$ cat src/rtl/deq_pkg.sv
// shared types, constants and handshake structs for the double-ended queue
package deq_pkg;

    localparam int DEPTH_DEF      = 16;
    localparam int DATA_WIDTH_DEF = 32;
    localparam int VALUE_W        = 32;
    localparam int LENGTH_W       = 5;

    typedef enum logic [2:0] {
        CMD_PUSH_HEAD = 3'd0,
        CMD_PUSH_TAIL = 3'd1,
        CMD_POP_HEAD  = 3'd2,
        CMD_POP_TAIL  = 3'd3,
        CMD_PEEK_HEAD = 3'd4,
        CMD_PEEK_TAIL = 3'd5,
        CMD_CONTAINS  = 3'd6,
        CMD_CLEAR     = 3'd7
    } cmd_e;

    typedef enum logic [1:0] {
        ST_OK    = 2'd0,
        ST_EMPTY = 2'd1,
        ST_FULL  = 2'd2
    } status_e;

    typedef struct packed {
        cmd_e                 cmd;
        logic [VALUE_W-1:0]   value;
    } req_t;

    typedef struct packed {
        status_e              status;
        logic [VALUE_W-1:0]   data;
        logic                 found;
        logic [LENGTH_W-1:0]  length;
    } rsp_t;

    // controller to datapath
    typedef struct packed {
        logic load_item;
        logic finish_exec;
        logic rd_peek;
        logic finish_peek;
        logic scan_start;
        logic scan_next;
        logic finish_scan;
    } deq_ctrl_t;

    // datapath to controller
    typedef struct packed {
        cmd_e cmd;
        logic empty;
        logic match;
        logic scan_last;
        logic out_free;
    } deq_stat_t;

endpackage

$ cat src/rtl/deq_ram.sv
// generic single-write, single-read ram with registered read data
module deq_ram #(
    parameter int WIDTH = 32,
    parameter int DEPTH = 16
) (
    input  logic                     clk,
    input  logic                     we,
    input  logic [$clog2(DEPTH)-1:0] waddr,
    input  logic [WIDTH-1:0]         wdata,
    input  logic                     re,
    input  logic [$clog2(DEPTH)-1:0] raddr,
    output logic [WIDTH-1:0]         rdata
);

    logic [WIDTH-1:0] mem [DEPTH];

    always_ff @(posedge clk)
    begin
        if (we)
        begin
            mem[waddr] <= wdata;
        end
        if (re)
        begin
            rdata <= mem[raddr];
        end
    end

endmodule

$ cat src/rtl/deq_ctrl.sv
// sequencing state machine for the double-ended queue
module deq_ctrl (
    input  logic                clk,
    input  logic                rst_n,
    input  logic                req_valid,
    output logic                req_stall,
    input  deq_pkg::deq_stat_t  stat,
    output deq_pkg::deq_ctrl_t  ctrl
);
    import deq_pkg::*;

    typedef enum logic [1:0] {
        S_IDLE,
        S_EXEC,
        S_PEEK,
        S_SCAN
    } state_t;

    state_t state_reg;
    state_t state_next;
    logic   is_peek;

    assign is_peek   = (stat.cmd == CMD_PEEK_HEAD) || (stat.cmd == CMD_PEEK_TAIL);
    assign req_stall = (state_reg != S_IDLE);

    always_comb
    begin
        ctrl       = '0;
        state_next = state_reg;
        case (state_reg)
            S_IDLE:
            begin
                if (req_valid)
                begin
                    ctrl.load_item = 1'b1;
                    state_next     = S_EXEC;
                end
            end
            S_EXEC:
            begin
                if (is_peek && !stat.empty)
                begin
                    ctrl.rd_peek = 1'b1;
                    state_next   = S_PEEK;
                end
                else if ((stat.cmd == CMD_CONTAINS) && !stat.empty)
                begin
                    ctrl.scan_start = 1'b1;
                    state_next      = S_SCAN;
                end
                else if (stat.out_free)
                begin
                    ctrl.finish_exec = 1'b1;
                    state_next       = S_IDLE;
                end
            end
            S_PEEK:
            begin
                if (stat.out_free)
                begin
                    ctrl.finish_peek = 1'b1;
                    state_next       = S_IDLE;
                end
            end
            S_SCAN:
            begin
                // read data holds while the result waits for the output register
                if (stat.match || stat.scan_last)
                begin
                    if (stat.out_free)
                    begin
                        ctrl.finish_scan = 1'b1;
                        state_next       = S_IDLE;
                    end
                end
                else
                begin
                    ctrl.scan_next = 1'b1;
                end
            end
            default:
            begin
                state_next = S_IDLE;
            end
        endcase
    end

    always_ff @(posedge clk or negedge rst_n)
    begin
        if (!rst_n)
        begin
            state_reg <= S_IDLE;
        end
        else
        begin
            state_reg <= state_next;
        end
    end

endmodule

$ cat src/rtl/deq_dp.sv
// ring indices, element store, scan counter and output register
module deq_dp #(
    parameter int DEPTH      = deq_pkg::DEPTH_DEF,
    parameter int DATA_WIDTH = deq_pkg::DATA_WIDTH_DEF
) (
    input  logic                clk,
    input  logic                rst_n,
    input  deq_pkg::req_t       req,
    output logic                rsp_valid,
    input  logic                rsp_stall,
    output deq_pkg::rsp_t       rsp,
    input  deq_pkg::deq_ctrl_t  ctrl,
    output deq_pkg::deq_stat_t  stat
);
    import deq_pkg::*;

    localparam int AW = $clog2(DEPTH);
    localparam int CW = $clog2(DEPTH + 1);
    localparam logic [AW-1:0] LAST_IDX = AW'(DEPTH - 1);
    localparam logic [CW-1:0] FULL_CNT = CW'(DEPTH);

    function automatic logic [AW-1:0] ring_next(input logic [AW-1:0] i);
        return (i == LAST_IDX) ? '0 : i + 1'b1;
    endfunction

    function automatic logic [AW-1:0] ring_prev(input logic [AW-1:0] i);
        return (i == '0) ? LAST_IDX : i - 1'b1;
    endfunction

    cmd_e               cmd_reg;
    logic [DATA_WIDTH-1:0] key_reg;
    logic [AW-1:0]      head_reg, head_next;
    logic [AW-1:0]      tail_reg, tail_next;
    logic [CW-1:0]      count_reg, count_next;
    logic [AW-1:0]      scan_idx_reg, scan_idx_next;
    logic [CW-1:0]      scan_k_reg, scan_k_next;
    logic               rsp_valid_reg;
    rsp_t               rsp_reg, rsp_next;
    logic               load_rsp;

    logic               empty, full;
    logic               we, re;
    logic [AW-1:0]      waddr, raddr;
    logic [DATA_WIDTH-1:0] rdata;

    assign empty = (count_reg == '0);
    assign full  = (count_reg == FULL_CNT);

    assign stat.cmd       = cmd_reg;
    assign stat.empty     = empty;
    assign stat.match     = (rdata == key_reg);
    assign stat.scan_last = (scan_k_reg == count_reg - 1'b1);
    assign stat.out_free  = !rsp_valid_reg || !rsp_stall;

    assign rsp_valid = rsp_valid_reg;
    assign rsp       = rsp_reg;

    always_comb
    begin
        head_next     = head_reg;
        tail_next     = tail_reg;
        count_next    = count_reg;
        scan_idx_next = scan_idx_reg;
        scan_k_next   = scan_k_reg;
        we            = 1'b0;
        waddr         = tail_reg;
        re            = 1'b0;
        raddr         = head_reg;
        rsp_next      = '0;
        load_rsp      = 1'b0;

        if (ctrl.finish_exec)
        begin
            load_rsp = 1'b1;
            case (cmd_reg)
                CMD_PUSH_HEAD:
                begin
                    if (full)
                    begin
                        rsp_next.status = ST_FULL;
                    end
                    else
                    begin
                        head_next  = ring_prev(head_reg);
                        we         = 1'b1;
                        waddr      = ring_prev(head_reg);
                        count_next = count_reg + 1'b1;
                    end
                end
                CMD_PUSH_TAIL:
                begin
                    if (full)
                    begin
                        rsp_next.status = ST_FULL;
                    end
                    else
                    begin
                        we         = 1'b1;
                        waddr      = tail_reg;
                        tail_next  = ring_next(tail_reg);
                        count_next = count_reg + 1'b1;
                    end
                end
                CMD_POP_HEAD:
                begin
                    if (empty)
                    begin
                        rsp_next.status = ST_EMPTY;
                    end
                    else
                    begin
                        head_next  = ring_next(head_reg);
                        count_next = count_reg - 1'b1;
                    end
                end
                CMD_POP_TAIL:
                begin
                    if (empty)
                    begin
                        rsp_next.status = ST_EMPTY;
                    end
                    else
                    begin
                        tail_next  = ring_prev(tail_reg);
                        count_next = count_reg - 1'b1;
                    end
                end
                CMD_PEEK_HEAD, CMD_PEEK_TAIL:
                begin
                    // only reached on an empty queue
                    rsp_next.status = ST_EMPTY;
                end
                CMD_CONTAINS:
                begin
                    rsp_next.status = ST_OK;
                end
                CMD_CLEAR:
                begin
                    head_next  = '0;
                    tail_next  = '0;
                    count_next = '0;
                end
                default:
                begin
                    rsp_next.status = ST_OK;
                end
            endcase
        end

        if (ctrl.rd_peek)
        begin
            re    = 1'b1;
            raddr = (cmd_reg == CMD_PEEK_TAIL) ? ring_prev(tail_reg) : head_reg;
        end

        if (ctrl.scan_start)
        begin
            re            = 1'b1;
            raddr         = head_reg;
            scan_idx_next = ring_next(head_reg);
            scan_k_next   = '0;
        end

        if (ctrl.scan_next)
        begin
            re            = 1'b1;
            raddr         = scan_idx_reg;
            scan_idx_next = ring_next(scan_idx_reg);
            scan_k_next   = scan_k_reg + 1'b1;
        end

        if (ctrl.finish_peek)
        begin
            load_rsp      = 1'b1;
            rsp_next.data = VALUE_W'(rdata);
        end

        if (ctrl.finish_scan)
        begin
            load_rsp       = 1'b1;
            rsp_next.found = (rdata == key_reg);
        end

        rsp_next.length = LENGTH_W'(count_next);
    end

    deq_ram #(
        .WIDTH (DATA_WIDTH),
        .DEPTH (DEPTH)
    ) u_ram (
        .clk   (clk),
        .we    (we),
        .waddr (waddr),
        .wdata (key_reg),
        .re    (re),
        .raddr (raddr),
        .rdata (rdata)
    );

    always_ff @(posedge clk or negedge rst_n)
    begin
        if (!rst_n)
        begin
            head_reg      <= '0;
            tail_reg      <= '0;
            count_reg     <= '0;
            rsp_valid_reg <= 1'b0;
        end
        else
        begin
            head_reg  <= head_next;
            tail_reg  <= tail_next;
            count_reg <= count_next;
            if (load_rsp)
            begin
                rsp_valid_reg <= 1'b1;
            end
            else if (!rsp_stall)
            begin
                rsp_valid_reg <= 1'b0;
            end
        end
    end

    always_ff @(posedge clk)
    begin
        if (ctrl.load_item)
        begin
            cmd_reg <= req.cmd;
            key_reg <= DATA_WIDTH'(req.value);
        end
        scan_idx_reg <= scan_idx_next;
        scan_k_reg   <= scan_k_next;
        if (load_rsp)
        begin
            rsp_reg <= rsp_next;
        end
    end

endmodule

$ cat src/rtl/double_ended_queue.sv
// top level of the bounded double-ended queue
//
//  channel | direction | handshake            | payload
//  req     | in        | req_valid, req_stall | cmd, value
//  rsp     | out       | rsp_valid, rsp_stall | status, data, found, length
//
// push, pop and clear: accept, then update and load result
// peek on a non-empty queue: accept, ram read, load result
// contains reads the stored elements from the head, one ram read per element, until the scan
// ends at a match or at the last stored element; on an empty queue it reads nothing
// reset clears indices, count and the result valid; the slot store is not cleared
// req_stall is high from the cycle after a transfer until its result is loaded;
// a stalled rsp holds the controller in its final state
module double_ended_queue #(
    parameter int DEPTH      = deq_pkg::DEPTH_DEF,
    parameter int DATA_WIDTH = deq_pkg::DATA_WIDTH_DEF
) (
    input  logic           clk,
    input  logic           rst_n,
    input  logic           req_valid,
    output logic           req_stall,
    input  deq_pkg::req_t  req,
    output logic           rsp_valid,
    input  logic           rsp_stall,
    output deq_pkg::rsp_t  rsp
);
    import deq_pkg::*;

    deq_ctrl_t ctrl;
    deq_stat_t stat;

    deq_ctrl u_ctrl (
        .clk       (clk),
        .rst_n     (rst_n),
        .req_valid (req_valid),
        .req_stall (req_stall),
        .stat      (stat),
        .ctrl      (ctrl)
    );

    deq_dp #(
        .DEPTH      (DEPTH),
        .DATA_WIDTH (DATA_WIDTH)
    ) u_dp (
        .clk       (clk),
        .rst_n     (rst_n),
        .req       (req),
        .rsp_valid (rsp_valid),
        .rsp_stall (rsp_stall),
        .rsp       (rsp),
        .ctrl      (ctrl),
        .stat      (stat)
    );

endmodule

$ cat config.mk
export PLATFORM = sky130hd
export DESIGN_NAME = double_ended_queue
export DESIGN_NICKNAME = d
export VERILOG_FILES = /design/src/rtl/deq_pkg.sv /design/src/rtl/deq_ram.sv /design/src/rtl/deq_ctrl.sv /design/src/rtl/deq_dp.sv /design/src/rtl/double_ended_queue.sv
export SDC_FILE = /design/constraint.sdc
export NUM_CORES = 1
export LEC_CHECK = 0
export BUFFER_PORTS_ARGS = -buffer_cell sky130_fd_sc_hd__buf_2
export CAP_MARGIN = 20
export CORE_ASPECT_RATIO = 1.25
export CORE_MARGIN = 8
export CORE_UTILIZATION = 62
export DETAILED_ROUTE_END_ITERATION = 6
export PLACE_DENSITY = 0.8
export REMOVE_ABC_BUFFERS = 1
export SYNTH_ARGS = -nofsm -noshare
export SYNTH_HDL_FRONTEND = slang
export SYNTH_HIERARCHICAL = 1
export SYNTH_SLANG_ARGS = --single-unit
$ cat constraint.sdc
create_clock -name clk -period 6.3 [get_ports clk]
set_input_delay 1.26 -clock clk [delete_from_list [all_inputs] [get_ports clk]]
set_output_delay 1.26 -clock clk [all_outputs]
set_load 0.01 [all_outputs]
==> results.sh <==
export IMPL_cp_required_ns=6.60
export IMPL_critPathCaptureType="register"
export IMPL_grt_pass1_wl_um=84700
export IMPL_post_drt_wl_per_cell_um=29.1
export IMPL_clock_skew_ns=0.0212
export IMPL_ys_seq_area_share_pct=76.4
export IMPL_powerDensity_mw_per_mm2=461
export IMPL_drtIter0Drc=1512
export IMPL_vias_per_cell=6.61
export IMPL_grtUsageMet2_pct=41.9
export IMPL_cts_inserted_buffers=57
export IMPL_grt_overflow_total=0
export IMPL_ys_top_cells_by_count="edfxtp_1, mux4_2, a22oi_1"
export IMPL_rows=82
export IMPL_htree_levels=2
export IMPL_grt_pass1_vias=13300
export IMPL_route_detailed_drc=0
export IMPL_final_nets=1409
export IMPL_hold_buffers=0
export IMPL_grt_busiest_layer="met2"
export IMPL_finalSetupViolCount=0
export IMPL_cp_cell_sequence="inv_1 > ha_1 > nor4b_4 > nand2b_4 > a21o_1 > and3_1 > inv_2 > or4b_1 > a21oi_1 > nand2b_1 > nor2_4 > buf_4"
export IMPL_fillerInstances=2289
export IMPL_yosysMostFrequentCell="edfxtp_1"
export IMPL_dieArea_mm2=0.0474
export IMPL_grt_use_total_pct=24.3
export IMPL_multiInputGateArea_mm2=0.00574
export IMPL_clock_sinks=644
export IMPL_critical_path_buf_inv_count=3
export IMPL_grtUsageMet3_pct=3.90
export IMPL_clockBufferDepth=3
export IMPL_synth_seq_cells=644
export IMPL_arrival_ns=5.61
export IMPL_total_power_mw=13.1
export IMPL_outcome="completed"
export IMPL_synth_top_area_cell="edfxtp_1"
export IMPL_tightest_slew_ns=1.14
export IMPL_ir_worst_vdd_mv=0.380
export IMPL_syn_to_final_growth_pct=12.4
export IMPL_grt_max_degree=75
export IMPL_crit_path_start_kind="register"
export IMPL_syn_inst=1243
export IMPL_first_pass_iters=7
export IMPL_via_count=12900
export IMPL_start_util_pct=62.9
export IMPL_dpl_cell_area_mm2=0.0265
export IMPL_final_cells=1954
export IMPL_dp_hpwl_um=32600
export IMPL_cts_root_buf="clkbuf_16"
export IMPL_ioPinCount=81
export IMPL_die_w_um=196
export IMPL_layout_drive_gt1_share_pct=26.4
export IMPL_globalplace_congestion=0.885
export IMPL_portBuffers=80
export IMPL_hp_class="register to register"
export IMPL_seqCellArea_mm2=0.0193
export IMPL_core_area_mm2=0.0401
export IMPL_wirelength_um=56900
export IMPL_synth_cell_area_mm2=0.0252
export IMPL_slowest_delay_ns=0.88
export IMPL_fin_hold_ws_ns=0.584
export IMPL_clkLatencyLatePin_ns=0.61
export IMPL_synthTopCellsByArea="edfxtp_1, mux4_2, a22oi_1, dfrtp_1, xor2_1"
export IMPL_antenna_found_initial=0
export IMPL_synth_top_cell_area_share_pct=74.8
export IMPL_post_cts_buffers=0
export IMPL_cts_resized=0
export IMPL_crit_path_top_delay_cell="nor2_4"
export IMPL_period_needed_ns=5.31
export IMPL_antenna_left=0
export IMPL_clkTransAtPathRegs_ns=0.07
export IMPL_dp_cells=1849
export IMPL_leakagePower_nw=9.25
export IMPL_synth_edff_count=628
export IMPL_drv_slew=0
export IMPL_grt_util_met1_pct=30.8
export IMPL_critPathMaxFanout=23
export IMPL_cts_tree="yes"
export IMPL_max_freq_mhz=188
export IMPL_fin_area_mm2=0.0283
export IMPL_synthFlopType="edfxtp_1"
export IMPL_drv_max_cap_violation_count=0
export IMPL_largest_reg_flops=512
export IMPL_critPathKind="register to register"
export IMPL_rsz0062_at_grt="false"
export IMPL_synth_warnings=6
export IMPL_critPathTopFamily="simple AND/OR/NAND/NOR gates"
export IMPL_synth_cell_types=73
export IMPL_finalHoldViolCount=0
export IMPL_slew_headroom_pct=23.8
export IMPL_ys_async_sr_fraction_pct=2.48
export IMPL_die_h_um=241
export IMPL_synth_area_per_cell_um2=20.3
export IMPL_period_share_pct=84.3
export IMPL_utilization_pct=70.6
placed cells by master, fill, tap and decap left out, types with 3 or more instances in the layout:
cell type / Yosys / layout
inv_1: 15 / 15
nor2_4: 0 / 13
mux2i_1: 6 / 6
o21ai_0: 11 / 10
nor2b_1: 8 / 6
inv_6: 0 / 3
a31oi_1: 3 / 3
a221oi_1: 4 / 4
mux2_1: 3 / 3
dfrtp_1: 16 / 16
ha_1: 8 / 8
nor3b_1: 4 / 3
buf_16: 0 / 3
nor2_1: 35 / 22
nor3_1: 10 / 6
clkinv_1: 1 / 17
nand2b_1: 9 / 9
nor4_1: 8 / 8
mux4_2: 128 / 128
and2_1: 35 / 35
nand3_1: 8 / 8
nand2_1: 50 / 50
buf_2: 9 / 80
a21oi_1: 11 / 11
xor2_1: 39 / 39
clkbuf_16: 0 / 57
xnor2_1: 8 / 8
clkinv_2: 0 / 9
edfxtp_1: 628 / 628
nor3_2: 0 / 4
a311oi_1: 4 / 4
a22oi_1: 65 / 65
buf_4: 12 / 33
a21o_1: 4 / 4
and3_1: 4 / 4
clkinvlp_4: 0 / 4
o21ai_1: 5 / 5
clkbuf_1: 21 / 7
bufinv_16: 0 / 6
or2_2: 3 / 3
report_power, final:
group	total [mW]	switching (mW)	leakage [nW]	internal, mW
registers	5.81	0.417	5.89	5.39
clock network	3.42	1.51	0.884	1.91
logic	3.84	2.19	2.48	1.65
total	13.1	4.12	9.25	8.95
path summary, 6_finish.rpt:
kind / start / endpoint / slack, ns / depth (start not counted)
max in group asynchronous: rst_n / u_dp/count_reg[4]$_DFF_PN0_ / 5.40 / 1
hold reg to reg: u_dp/u_ram/rdata[12]$_DFFE_PP_ / u_dp/rsp[18]$_SDFFCE_PN0P_ / 0.58 / 1
min in group asynchronous: rst_n / u_dp/tail_reg[3]$_DFFE_PN0P_ / 0.59 / 1
hold / removal: u_dp/u_ram/rdata[12]$_DFFE_PP_ / u_dp/rsp[18]$_SDFFCE_PN0P_ / 0.58 / 1
setup reg to reg: u_dp/count_reg[0]$_DFF_PN0_ / u_dp/u_ram/mem[5][18]$_DFFE_PP_ / 0.99 / 12
setup / recovery: u_dp/count_reg[0]$_DFF_PN0_ / u_dp/u_ram/mem[5][18]$_DFFE_PP_ / 0.99 / 12
metrics by stage:
step	TNS, ns	setup WS, ns
after floorplan	-432.36	-13.51
after global placement	0	1.26
after detailed placement	0	1.08
after CTS	0	1.05
after global routing	0	0.805
final	0	0.988
cell type report:
type | count | share of cell area [%]
Tap cell | 546 | 2.41
Multi-Input combinational cell | 524 | 20.3
Clock inverter | 40 | 1.31
Inverter | 17 | 0.225
Clock buffer | 64 | 5.13
Sequential cell | 644 | 68.0
Antenna cell | 1 | 0.00883
Timing Repair Buffer | 118 | 2.72
logic make-up (layout without fill, tap and decap cells):
| group | Yosys count | after routing | synth area share [%] |
|---|---|---|---|
| AOI/OAI and AO/OA | 133 | 133 | 3.90 |
| xor gates and xnor gates | 47 | 47 | 1.63 |
| adders and majority gates | 8 | 8 | 0.397 |
| buffers and inverters | 75 | 239 | 1.50 |
| DFF | 644 | 644 | 76.4 |
| muxes | 139 | 139 | 11.9 |
| other | 0 | 1 | 0 |
| and+or+nand+nor | 197 | 197 | 4.32 |
per-layer routing:
layer / part of all wire (%) / wire length [um]
met1: 37 / 20900
met2: 51 / 29100
met3: 8.3 / 4730
met4: 3.8 / 2140
met5: 0 / 0
Power figures use the tool's default switching activity.
